<file path="src/rtl/core/rbkv_pkg.sv">
// Package for the request body key/value parser: sizes, character codes,
// method codes, result kinds, keyword tables and the structs between modules.
// No dependencies.
package rbkv_pkg;

	localparam int PATH_BYTES = 32;
	localparam int BODY_BYTES = 65536;

	// One bank holds the raw value of the token being parsed.
	localparam int BANK_SIZE = (PATH_BYTES + 1) > 8 ? (PATH_BYTES + 1) : 8;
	localparam int BANK_AW   = $clog2(BANK_SIZE);
	localparam int CNT_W     = $clog2(BODY_BYTES);
	localparam int PL_W      = $clog2(PATH_BYTES + 1);

	localparam logic [CNT_W-1:0] BODY_LIMIT = CNT_W'(BODY_BYTES - 1);

	// Key bytes beyond six never match a keyword; a length of seven marks a dead key.
	localparam int         KEY_STORE = 6;
	localparam logic [2:0] KEY_FULL  = 3'd7;
	// The first seven value bytes are kept for the method compare.
	localparam int         SHADOW_DEPTH = 7;

	localparam logic [2:0] HDR_DONE = 3'd4;

	localparam logic [7:0] CH_NUL   = 8'h00;
	localparam logic [7:0] CH_CR    = 8'h0D;
	localparam logic [7:0] CH_LF    = 8'h0A;
	localparam logic [7:0] CH_COMMA = 8'h2C;
	localparam logic [7:0] CH_COLON = 8'h3A;
	localparam logic [7:0] CH_QUOTE = 8'h22;
	localparam logic [7:0] CH_SPACE = 8'h20;
	localparam logic [7:0] CH_TAB   = 8'h09;

	typedef enum logic [2:0] {
		METH_NONE   = 3'd0,
		METH_GET    = 3'd1,
		METH_POST   = 3'd2,
		METH_PUT    = 3'd3,
		METH_DELETE = 3'd4,
		METH_PATCH  = 3'd5
	} method_t;

	typedef enum logic {
		ITEM_PATH    = 1'b0,
		ITEM_SUMMARY = 1'b1
	} item_kind_t;

	// Words are packed with their first character in the lowest byte.
	localparam int          VERB_COUNT = 5;
	localparam logic [47:0] VERB_TEXT [VERB_COUNT] = '{
		48'h0000_0054_4547,  // GET
		48'h0000_5453_4F50,  // POST
		48'h0000_0054_5550,  // PUT
		48'h4554_454C_4544,  // DELETE
		48'h0048_4354_4150   // PATCH
	};
	localparam logic [2:0] VERB_LEN [VERB_COUNT] = '{3'd3, 3'd4, 3'd3, 3'd6, 3'd5};

	localparam logic [47:0] KEY_PATH       = 48'h0000_6874_6170;
	localparam logic [2:0]  KEY_PATH_LEN   = 3'd4;
	localparam logic [47:0] KEY_METHOD     = 48'h646F_6874_656D;
	localparam logic [2:0]  KEY_METHOD_LEN = 3'd6;

	typedef struct packed {
		logic               en;
		logic [BANK_AW:0]   addr;
		logic [7:0]         data;
	} bank_wr_t;

	typedef struct packed {
		logic            valid;
		logic            bank;
		logic            offset;
		logic [PL_W-1:0] length;
		logic            found;
		method_t         method;
	} emit_req_t;

	function automatic logic is_ws(input logic [7:0] b);
		return (b == CH_SPACE) || (b >= CH_TAB && b <= CH_CR);
	endfunction

	// Compares the first n bytes of two packed words.
	function automatic logic text_match(input logic [47:0] have, input logic [47:0] want,
			input logic [2:0] n);
		logic ok;
		ok = 1'b1;
		for (int k = 0; k < 6; k++) begin
			if (k < int'(n) && have[8*k +: 8] != want[8*k +: 8])
				ok = 1'b0;
		end
		return ok;
	endfunction

	// The first verb in table order wins, so the scan runs from the end.
	function automatic method_t verb_code(input logic [47:0] have, input logic [2:0] n);
		method_t code;
		code = METH_NONE;
		for (int i = VERB_COUNT - 1; i >= 0; i--) begin
			if (n == VERB_LEN[i] && text_match(have, VERB_TEXT[i], n))
				code = method_t'(3'(i + 1));
		end
		return code;
	endfunction

endpackage

</file>
<file path="src/rtl/core/request_body_key_value_parser.sv">
// Request body key/value parser. Input beats are taken one per cycle while no
// read-out is running; the final beat of a request holds the input off while the
// saved path bytes and the summary beat leave, one result beat per cycle when
// the sink is ready. The first path byte passes through the bank memory's read
// register and then the output register; an empty path goes straight to the summary
// beat. Reset is asynchronous, active low, and clears all control state.
module request_body_key_value_parser import rbkv_pkg::*; (
	input  logic        clk,
	input  logic        arst_n,
	input  logic        s_tvalid,
	output logic        s_tready,
	input  logic [7:0]  s_tdata,   // [7:0] data_byte
	input  logic        s_tlast,   // end_of_request
	output logic        m_tvalid,
	input  logic        m_tready,
	output logic [23:0] m_tdata,   // [7:0] path_byte, [8] path_found,
	                               // [14:9] path_length, [17:15] method_code, [23:18] zero
	output logic        m_tuser,   // [0] item_kind
	output logic        m_tlast    // last_item
);

	logic      busy;
	logic      take;
	bank_wr_t  bank_wr;
	emit_req_t emit_req;

	assign s_tready = !busy;
	assign take     = s_tvalid && s_tready;

	rbkv_parser u_parser (
		.clk            (clk),
		.arst_n         (arst_n),
		.take           (take),
		.data_byte      (s_tdata),
		.end_of_request (s_tlast),
		.bank_wr        (bank_wr),
		.emit_req       (emit_req)
	);

	rbkv_emitter u_emitter (
		.clk      (clk),
		.arst_n   (arst_n),
		.bank_wr  (bank_wr),
		.emit_req (emit_req),
		.busy     (busy),
		.m_tvalid (m_tvalid),
		.m_tready (m_tready),
		.m_tdata  (m_tdata),
		.m_tuser  (m_tuser),
		.m_tlast  (m_tlast)
	);

endmodule

</file>
<file path="src/rtl/core/rbkv_parser.sv">
// Byte parser: header separator search, body tokenizer, key and value trim,
// and the saved path and method. Writes raw value bytes into the bank memory.
// Depends on rbkv_pkg.
module rbkv_parser import rbkv_pkg::*; (
	input  logic      clk,
	input  logic      arst_n,
	input  logic      take,
	input  logic [7:0] data_byte,
	input  logic      end_of_request,
	output bank_wr_t  bank_wr,
	output emit_req_t emit_req
);

	logic [2:0]       hdr_q, hdr_d;
	logic [CNT_W-1:0] body_cnt_q, body_cnt_d;
	logic             stopped_q, stopped_d;
	logic             in_value_q, in_value_d;
	logic [2:0]       key_len_q, key_len_d;
	logic             key_space_q, key_space_d;
	logic [CNT_W-1:0] val_trim_q, val_trim_d;
	logic [CNT_W-1:0] val_raw_q, val_raw_d;
	logic [7:0]       val_first_q, val_first_d;
	logic [7:0]       val_last_q, val_last_d;
	logic             saved_bank_q, saved_bank_d;
	logic             saved_off_q, saved_off_d;
	logic [PL_W-1:0]  saved_len_q, saved_len_d;
	logic             saved_found_q, saved_found_d;
	method_t          method_q, method_d;

	logic [7:0] key_q [KEY_STORE];
	logic [7:0] shadow_q [SHADOW_DEPTH];
	logic       key_we, sh_we;
	logic [2:0] key_widx, sh_widx;
	logic [47:0] key_word;
	logic [47:0] val_word;
	logic [7:0]  sh_view [SHADOW_DEPTH];

	always_comb begin
		for (int k = 0; k < KEY_STORE; k++)
			key_word[8*k +: 8] = key_q[k];
	end

	assign key_widx = key_len_q;
	assign sh_widx  = 3'(val_raw_q);

	// Value bytes as seen after this beat's write.
	always_comb begin
		for (int k = 0; k < SHADOW_DEPTH; k++)
			sh_view[k] = (sh_we && sh_widx == 3'(k)) ? data_byte : shadow_q[k];
	end

	always_comb begin
		logic            fin;
		logic            ws;
		logic            strip;
		logic [CNT_W-1:0] vlen;
		logic [2:0]      vlen_small;
		logic            fill;

		hdr_d         = hdr_q;
		body_cnt_d    = body_cnt_q;
		stopped_d     = stopped_q;
		in_value_d    = in_value_q;
		key_len_d     = key_len_q;
		key_space_d   = key_space_q;
		val_trim_d    = val_trim_q;
		val_raw_d     = val_raw_q;
		val_first_d   = val_first_q;
		val_last_d    = val_last_q;
		saved_bank_d  = saved_bank_q;
		saved_off_d   = saved_off_q;
		saved_len_d   = saved_len_q;
		saved_found_d = saved_found_q;
		method_d      = method_q;
		key_we        = 1'b0;
		sh_we         = 1'b0;
		bank_wr.en    = 1'b0;
		fill          = ~saved_bank_q;
		bank_wr.addr  = {fill, BANK_AW'(val_raw_q)};
		bank_wr.data  = data_byte;
		fin           = 1'b0;
		ws            = is_ws(data_byte);

		if (take && !stopped_q) begin
			if (hdr_q < HDR_DONE) begin
				if (data_byte == CH_NUL)
					stopped_d = 1'b1;
				else if ((hdr_q == 3'd0 || hdr_q == 3'd2) && data_byte == CH_CR)
					hdr_d = hdr_q + 3'd1;
				else if ((hdr_q == 3'd1 || hdr_q == 3'd3) && data_byte == CH_LF)
					hdr_d = hdr_q + 3'd1;
				else
					hdr_d = (data_byte == CH_CR) ? 3'd1 : 3'd0;
			end else if (data_byte == CH_NUL) begin
				fin       = 1'b1;
				stopped_d = 1'b1;
			end else begin
				if (data_byte == CH_COMMA) begin
					fin = 1'b1;
				end else if (!in_value_q) begin
					if (data_byte == CH_COLON) begin
						in_value_d = 1'b1;
					end else if (ws) begin
						if (key_len_q != 3'd0)
							key_space_d = 1'b1;
					end else if (key_space_q) begin
						// A space inside the key makes it match nothing.
						key_len_d   = KEY_FULL;
						key_space_d = 1'b0;
					end else if (key_len_q < KEY_FULL) begin
						key_we    = (key_len_q < 3'(KEY_STORE));
						key_len_d = key_len_q + 3'd1;
					end
				end else if (!(val_raw_q == '0 && ws)) begin
					bank_wr.en = (32'(val_raw_q) < BANK_SIZE);
					sh_we      = (32'(val_raw_q) < SHADOW_DEPTH);
					if (val_raw_q == '0)
						val_first_d = data_byte;
					val_raw_d = val_raw_q + 1'b1;
					if (!ws) begin
						val_trim_d = val_raw_q + 1'b1;
						val_last_d = data_byte;
					end
				end
				body_cnt_d = body_cnt_q + 1'b1;
				if (body_cnt_d == BODY_LIMIT) begin
					fin       = 1'b1;
					stopped_d = 1'b1;
				end
			end
		end

		if (take && end_of_request && !stopped_d && hdr_d == HDR_DONE)
			fin = 1'b1;

		strip = (val_trim_d >= CNT_W'(2)) && (val_first_d == CH_QUOTE)
			&& (val_last_d == CH_QUOTE);
		vlen       = val_trim_d - {{(CNT_W-2){1'b0}}, strip, 1'b0};
		vlen_small = (vlen <= CNT_W'(6)) ? 3'(vlen) : KEY_FULL;
		for (int k = 0; k < 6; k++)
			val_word[8*k +: 8] = strip ? sh_view[k+1] : sh_view[k];

		if (fin) begin
			if (in_value_d) begin
				if (key_len_d == KEY_PATH_LEN && text_match(key_word, KEY_PATH, KEY_PATH_LEN)) begin
					saved_bank_d  = fill;
					saved_off_d   = strip;
					saved_len_d   = (32'(vlen) > PATH_BYTES) ? PL_W'(PATH_BYTES) : PL_W'(vlen);
					saved_found_d = 1'b1;
				end else if (key_len_d == KEY_METHOD_LEN
						&& text_match(key_word, KEY_METHOD, KEY_METHOD_LEN)) begin
					if (verb_code(val_word, vlen_small) != METH_NONE)
						method_d = verb_code(val_word, vlen_small);
				end
			end
			in_value_d  = 1'b0;
			key_len_d   = 3'd0;
			key_space_d = 1'b0;
			val_trim_d  = '0;
			val_raw_d   = '0;
			val_first_d = '0;
			val_last_d  = '0;
		end

		emit_req.valid  = take && end_of_request;
		emit_req.bank   = saved_bank_d;
		emit_req.offset = saved_off_d;
		emit_req.length = saved_found_d ? saved_len_d : '0;
		emit_req.found  = saved_found_d;
		emit_req.method = method_d;

		// The last beat of a request returns everything to its reset value.
		if (take && end_of_request) begin
			hdr_d         = '0;
			body_cnt_d    = '0;
			stopped_d     = 1'b0;
			in_value_d    = 1'b0;
			key_len_d     = '0;
			key_space_d   = 1'b0;
			val_trim_d    = '0;
			val_raw_d     = '0;
			val_first_d   = '0;
			val_last_d    = '0;
			saved_bank_d  = 1'b0;
			saved_off_d   = 1'b0;
			saved_len_d   = '0;
			saved_found_d = 1'b0;
			method_d      = METH_NONE;
		end
	end

	always_ff @(posedge clk or negedge arst_n) begin
		if (!arst_n) begin
			hdr_q         <= '0;
			body_cnt_q    <= '0;
			stopped_q     <= 1'b0;
			in_value_q    <= 1'b0;
			key_len_q     <= '0;
			key_space_q   <= 1'b0;
			val_trim_q    <= '0;
			val_raw_q     <= '0;
			val_first_q   <= '0;
			val_last_q    <= '0;
			saved_bank_q  <= 1'b0;
			saved_off_q   <= 1'b0;
			saved_len_q   <= '0;
			saved_found_q <= 1'b0;
			method_q      <= METH_NONE;
		end else begin
			hdr_q         <= hdr_d;
			body_cnt_q    <= body_cnt_d;
			stopped_q     <= stopped_d;
			in_value_q    <= in_value_d;
			key_len_q     <= key_len_d;
			key_space_q   <= key_space_d;
			val_trim_q    <= val_trim_d;
			val_raw_q     <= val_raw_d;
			val_first_q   <= val_first_d;
			val_last_q    <= val_last_d;
			saved_bank_q  <= saved_bank_d;
			saved_off_q   <= saved_off_d;
			saved_len_q   <= saved_len_d;
			saved_found_q <= saved_found_d;
			method_q      <= method_d;
		end
	end

	always_ff @(posedge clk) begin
		if (key_we)
			key_q[key_widx] <= data_byte;
		if (sh_we)
			shadow_q[sh_widx] <= data_byte;
	end

endmodule

</file>
<file path="src/rtl/core/rbkv_emitter.sv">
// Value bank memory, path read-out sequencer and the output register.
// Streams the saved path bytes and then the summary beat.
// Depends on rbkv_pkg.
module rbkv_emitter import rbkv_pkg::*; (
	input  logic       clk,
	input  logic       arst_n,
	input  bank_wr_t   bank_wr,
	input  emit_req_t  emit_req,
	output logic       busy,
	output logic       m_tvalid,
	input  logic       m_tready,
	output logic [23:0] m_tdata,
	output logic       m_tuser,
	output logic       m_tlast
);

	localparam int MEM_DEPTH = 2 * (2 ** BANK_AW);

	logic [7:0] mem [MEM_DEPTH];

	logic            busy_q;
	logic            bank_q;
	logic            off_q;
	logic [PL_W-1:0] len_q;
	logic            found_q;
	method_t         method_q;
	logic [PL_W-1:0] idx_q;
	logic            rvalid_q;
	logic [7:0]      rdata_q;

	logic            ovalid_q;
	item_kind_t      okind_q;
	logic [7:0]      obyte_q;
	logic            ofound_q;
	logic [PL_W-1:0] olen_q;
	method_t         ometh_q;
	logic            olast_q;

	logic             out_free;
	logic             issue;
	logic             load_byte;
	logic             load_sum;
	logic [BANK_AW:0] rd_addr;

	assign out_free  = !ovalid_q || m_tready;
	// A read is issued only when its data has somewhere to go next cycle.
	assign issue     = busy_q && (idx_q != len_q) && (!rvalid_q || out_free);
	assign load_byte = out_free && rvalid_q;
	assign load_sum  = busy_q && out_free && !rvalid_q && (idx_q == len_q);
	assign rd_addr   = {bank_q, BANK_AW'(off_q) + BANK_AW'(idx_q)};

	always_ff @(posedge clk) begin
		if (bank_wr.en)
			mem[bank_wr.addr] <= bank_wr.data;
		if (issue)
			rdata_q <= mem[rd_addr];
	end

	always_ff @(posedge clk or negedge arst_n) begin
		if (!arst_n) begin
			busy_q   <= 1'b0;
			idx_q    <= '0;
			rvalid_q <= 1'b0;
			ovalid_q <= 1'b0;
		end else begin
			if (emit_req.valid) begin
				busy_q <= 1'b1;
				idx_q  <= '0;
			end else begin
				if (load_sum)
					busy_q <= 1'b0;
				if (issue)
					idx_q <= idx_q + 1'b1;
			end
			if (issue)
				rvalid_q <= 1'b1;
			else if (load_byte)
				rvalid_q <= 1'b0;
			if (load_byte || load_sum)
				ovalid_q <= 1'b1;
			else if (m_tready)
				ovalid_q <= 1'b0;
		end
	end

	always_ff @(posedge clk) begin
		if (emit_req.valid) begin
			bank_q   <= emit_req.bank;
			off_q    <= emit_req.offset;
			len_q    <= emit_req.length;
			found_q  <= emit_req.found;
			method_q <= emit_req.method;
		end
		if (load_byte) begin
			okind_q  <= ITEM_PATH;
			obyte_q  <= rdata_q;
			ofound_q <= 1'b0;
			olen_q   <= '0;
			ometh_q  <= METH_NONE;
			olast_q  <= 1'b0;
		end else if (load_sum) begin
			okind_q  <= ITEM_SUMMARY;
			obyte_q  <= '0;
			ofound_q <= found_q;
			olen_q   <= len_q;
			ometh_q  <= method_q;
			olast_q  <= 1'b1;
		end
	end

	assign busy     = busy_q;
	assign m_tvalid = ovalid_q;
	assign m_tuser  = okind_q;
	assign m_tlast  = olast_q;
	assign m_tdata  = {6'd0, ometh_q, 6'(olen_q), ofound_q, obyte_q};

endmodule
</file>
<file path="config.mk">
export PLATFORM = sky130hd
export DESIGN_NAME = request_body_key_value_parser
export DESIGN_NICKNAME = d
export VERILOG_FILES = /design/src/rtl/core/rbkv_pkg.sv /design/src/rtl/core/request_body_key_value_parser.sv /design/src/rtl/core/rbkv_parser.sv /design/src/rtl/core/rbkv_emitter.sv
export SDC_FILE = /design/constraint.sdc
export NUM_CORES = 2
export LEC_CHECK = 0
export ABC_AREA = 1
export BUFFER_PORTS_ARGS = -buffer_cell sky130_fd_sc_hd__clkbuf_2
export CORE_AREA = 2 2 315 317
export CTS_BUF_LIST = sky130_fd_sc_hd__clkbuf_8 sky130_fd_sc_hd__clkbuf_16
export CTS_CLUSTER_DIAMETER = 80
export DETAILED_ROUTE_END_ITERATION = 8
export DIE_AREA = 0 0 317 319
export PLACE_DENSITY = 0.75
export SKIP_CTS_REPAIR_TIMING = 1
export SYNTH_ARGS = -nofsm -noshare
export SYNTH_HDL_FRONTEND = slang
export SYNTH_SLANG_ARGS = --single-unit
</file>
<file path="constraint.sdc">
create_clock -name clk -period 5.9 [get_ports clk]
set_input_delay 0 -clock clk [delete_from_list [all_inputs] [get_ports clk]]
set_output_delay 0 -clock clk [all_outputs]
set_load 0.05 [all_outputs]
</file>
* Yosys cells after proc, flatten, opt, wreduce, memory -nomap -nowiden *
Memories as Yosys holds them, arrays and structs flattened. A register that Yosys moved wholly into a read port is not among the register bits.
Cells that the tools add are included.

storage, ports and cells
  memories kept = 3
  register bits = 125
  input bits = 13
  output and inout port bits = 28
  bits in writable memories = 1128

memories
  name               depth  bits a word  rd ports  clocked after memory_dff  wr ports  RTL line            text
  u_emitter.mem      128    8            1         1                         1         rbkv_emitter.sv:19  logic [7:0] mem [MEM_DEPTH];
  u_parser.shadow_q  7      8            7         0                         1         rbkv_parser.sv:31   logic [7:0] shadow_q [SHADOW_DEPTH];
  u_parser.key_q     6      8            6         0                         1         rbkv_parser.sv:30   logic [7:0] key_q [KEY_STORE];

cells by class
  reduce and logical (&&, ||, !) cells = 86
  muxes and demuxes = 263
  $add $sub $neg = 7
  $lt $le $gt $ge = 16
  bitwise operators = 1
  eq/ne operators = 59

operators by type and width
  operator                 count
  $mux W16                 21
  $mux W8                  33
  $ne A8 B7 Y1 const B     24
  $mux W1                  164
  $mux W3                  38
  $logic_and A1 B1 Y1      55
  $mux W6                  7
  $eq A8 B6 Y1 const B     5
  $add A16 B1 Y16 const B  2
  $eq A3 B3 Y1 const B     9
  $reduce_bool A8 Y1       3
  $ne A3 B3 Y1 const B     6
  $eq A16 B16 Y1 const B   1
  $eq A8 B4 Y1 const B     2
  $ge A16 B2 Y1 const B    1
  $gt A16 B6 Y1 const B    1
  $le A16 B3 Y1 const B    1
  $logic_not A16 Y1        1
  $lt A16 B3 Y1 const B    1
  $lt A16 B6 Y1 const B    1
  $sub A16 B2 Y16          1
  $eq A3 B2 Y1 const B     5
  $reduce_bool A2 Y1       6
  $reduce_bool A3 Y1       4
  22 further kinds         40

* Depth between registers and ports, before layout *
  depth after elaboration = 56
  depth in mapped cells = 40
  depth with buffers taken out = 37

* Cells and area by module *
Synthesis repeated with hierarchy kept, for this count alone.

second synthesis, totals
  cells, all modules = 5380
  area total of the unflattened synthesis = 55697.2 um^2

modules (own cells, without submodules)
  module                         instances  area an instance (um^2)  cells an instance
  rbkv_emitter                   1          44024.7                  3827
  rbkv_parser                    1          11658.7                  1550
  request_body_key_value_parser  1          13.8                     3

* Least setup slack after synthesis *
OpenSTA, ideal clock, no wires.

  path type = register -> register
  from = reg u_parser.val_raw_q[0]
  to = reg u_emitter.method_q[1] (data pin)
  data arrival time = 4.716 ns
  path slack = 0.934 ns
  path buffers = 3
  setup time = 0.251 ns
  cell stages (with the launch flop) = 37
  clock period less this slack = 4.966 ns
  cells stage by stage = dfrtp_1 clkbuf_1 inv_1 clkbuf_1 ha_1 inv_1 nor2_1 nand4_1 nor2_4 nand3_2 o21ai_1 nand2_1 nor2_1 nand3_2 nor2_4 buf_6 ha_1 ha_1 nand2_1 nor2_1 nor2_1 nor2_1 nand3_1 nor2_1 nand2_1 nor2_4 nand2_1 nor2_1 nand3_1 nor2_1 nor2_1 nand2_1 nand2_1 nand2_1 nand2_1 nand2_1 inv_1

RTL lines
  element                 RTL line            text
  from (decl)             rbkv_parser.sv:21   logic [CNT_W-1:0] val_raw_q, val_raw_d;
  from (signal assigned)  rbkv_parser.sv:217  val_raw_q <= val_raw_d;
  to (signal assigned)    rbkv_emitter.sv:92  method_q <= emit_req.method;
  to (decl)               rbkv_emitter.sv:26  method_t method_q;

==> metrics.txt <==
status completed; Main synth FF type edfxtp_1; initial antenna violation count 1; Max Transition Viols Final 0; I/O Buffers 34; CP arrival 5.79 ns; Seq pwr share 36.3%; Num CTS Buffers 131; Die W 317 um; non-filler cells, final 6,520; post-synthesis simple-gate area fraction about an eighth; Die ar. around 100,000 um^2; latest clock arrival within the worst-skew pair around 0.75 ns; register area share after synthesis 69.87%; Final HPWL DP 80,100 um; RD Place Congestion 0.9649; core box area 97,700 um^2; reg2reg end u_emitter.method_q[1]$_DFFE_PP_; clock network power share 27.6%; post-layout util 62.46%; DRT iter0 DRCs between 4,000 and 5,000; Starting Density 54.62%; post-synthesis compound-gate area fraction between 10% and 20%; flop2flop setup slack between 0.5 and 0.6 ns; number of fill cells 7,452; first drt pass iteration count 6; clock sink total between 1,000 and 1,500; antenna cells 0; WL/cell 20.89 um; Cell Area, Synth ~53,000 um^2; CTS Root Buffer Type clkbuf_16; number of synthesis warnings 0; layout cells sized above 1 7.319%; num rows 115; Crit path required time 6.38 ns; Synth Instances 4,681; Int Pwr ~18 mW; Net Sw Power 11.35 mW; pwr/cell area 479.1 nW/um^2; Final Cycle Share 90.03%; H-tree depth 4; Hold Path Sink u_parser.shadow_q[6][5]$_DFFE_PP_; Hold Startpoint s_tdata[5]; DRC 0; main combinational cell family by area after synthesis simple AND/OR/NAND/NOR gates; Post-synth ARST share 7.454%; Comb power frac between 30% and 40%; synthesized flop and latch total about 1,300; minimum clock period 5.312 ns; Sw Ratio between 30 and 40%; TNS Setup 0 ns; Post-Route WL 136,200 um; max incr delay on CP about 0.40 ns; crit end category flip-flop; Longest Clk Path Bufs 3; Crit path top cell by count nand2_1; Tot GR Track Use 26.91%; final hold violation count 0; final worst slack 0.5882 ns; slowest CP cell dfrtp_1; Pwr Total 29.23 mW; Synth Area in XOR/XNOR 0.3447%; fmax 188.3 MHz; vias in the first global route 36,662; Critical Setup Path Class reg -> reg; first-pass GRT wire length 208,200 um; die height 319 um; design area 61,020 um^2; Post-synth EDFFs 1,156; placed cell count 6,265; Place WS 0.4647 ns; FF-to-FF path depth 35; CTS tree built; maximum VDD drop ~440 uV; Post-DP Area 56,600 um^2; MaxCap Viol Count 0; I/O pin total 41; r2r startpoint u_emitter.busy$_DFFE_PN0P_; final setup fails 0; Final nets 5,157; largest net degree at the start of global routing between 150 and 200; CP Launch Point u_emitter.busy$_DFFE_PN0P_; hold slack 0.1133 ns; Adder-Cell Fraction of Synth Area less than 1%; post-synthesis mux area share 0%; antenna violation net count after detailed routing 0; Final Skew 0.03489 ns; Cells on Worst Hold Path 2; GR Overflow Total 0; Reg clk slew, reported paths around 0.06 ns; synthesis-to-finish area growth 14.34%; commonest non-fill, non-tap cell in the layout edfxtp_1; Vias/cell roughly 5.7; critical path launch point type flip-flop; most frequent cells in the layout edfxtp_1 (1,156), nor2_1 (938), o21ai_0 (731); Slew headroom 9.678%; pin slew with the least headroom to its limit approximately 1.4 ns; crit-path max FO 44; via count 37,460; P_leak 22.43 nW; RSZ-0062 raised after global routing false; type of the worst min-delay path in -> reg; Syn Area/Cell 11.40 um^2; Yosys cell types 53
state kept, by name, summed over array words and instances (netlist names), 16 cells and up:
signal	count
u_parser.key_q	48
u_parser.val_trim_q	16
u_emitter.mem	1024
u_parser.shadow_q	56
u_parser.val_raw_q	16
u_parser.body_cnt_q	16
how the worst max path moves through the flow:
stage | end | slack [ns] | depth (start not counted)
floorplan | u_emitter.method_q[1]$_DFFE_PP_ | 0.93 | 36
global placement | u_emitter.method_q[1]$_DFFE_PP_ | 0.48 | 35
detailed placement | u_emitter.method_q[1]$_DFFE_PP_ | 0.46 | 33
CTS | u_emitter.method_q[1]$_DFFE_PP_ | 0.41 | 35
global route | u_emitter.method_q[1]$_DFFE_PP_ | 0.05 | 36
finish | u_emitter.method_q[1]$_DFFE_PP_ | 0.59 | 35
routing by layer:
layer	part of all wire [%]	track usage (%)
met3	8.5	4.689
met5	0	0
met1	39	35.26
met2	48	44.09
met4	4.2	11.88
final cells by class:
cell class | instances | area, um^2 | share of cell area [%]
tap | 1287 | 1610 | 2.639
sequential | 1261 | 37290 | 61.11
timing repair buffer | 137 | 1149 | 1.882
multi-input combinational | 3355 | 15830 | 25.95
clock inverter | 102 | 837.1 | 1.372
clock buffer | 136 | 3381 | 5.541
inverter | 242 | 923.4 | 1.513
Yosys cell counts, types with 5 or more instances:
master / count / area, um^2
dfrtp_1: 94 / 2352
ha_1: 16 / 200.2
inv_1: 230 / 863.3
nand4_1: 61 / 381.6
xor2_1: 19 / 166.4
edfxtp_1: 1156 / 34710
o21ai_0: 731 / 3659
a31oi_1: 11 / 68.82
nand2_2: 6 / 37.54
o221a_2: 14 / 157.7
a21oi_1: 38 / 190.2
o22ai_1: 230 / 1439
clkbuf_1: 238 / 893.4
buf_2: 10 / 50.05
nand3_1: 121 / 605.6
nor2_2: 7 / 43.79
inv_2: 9 / 33.78
o221ai_1: 81 / 709.4
o21ai_1: 25 / 125.1
a32oi_1: 8 / 70.07
nand2_1: 478 / 1794
nor2_1: 940 / 3528
dfxtp_1: 11 / 220.2
buf_4: 20 / 150.1
nand3b_1: 7 / 52.55
nor4_1: 25 / 156.4
or2_2: 5 / 31.28
a211oi_1: 6 / 45.04
nor3_1: 29 / 145.1
power groups by stage:
stage / sequential, mW / combinational (mW) / clock [mW]
after global placement: 10.8 / 10.2 / 0
after CTS: 10.6 / 10.5 / 8.13
after detailed placement: 10.8 / 10.4 / 0
after global routing: 10.7 / 11.5 / 8.48
after floorplan: 10.8 / 6.63 / 0
final: 10.6 / 10.6 / 8.06
cells by family after synthesis:
family,after synthesis
adders and majority gates,16
and+or+nand+nor,1702
xor gates and xnor gates,21
DFF,1261
AOI/OAI and AO/OA,1162
other,1
buffers and inverters,518
critical path, delay by kind of cell (launching register included):
family / cells / cell delay (ns)
fa+ha+maj: 2 / 0.43
buf+inv: 4 / 0.45
flops: 1 / 0.40
simple gates: 29 / 3.75
Power figures use the tool's default switching activity.
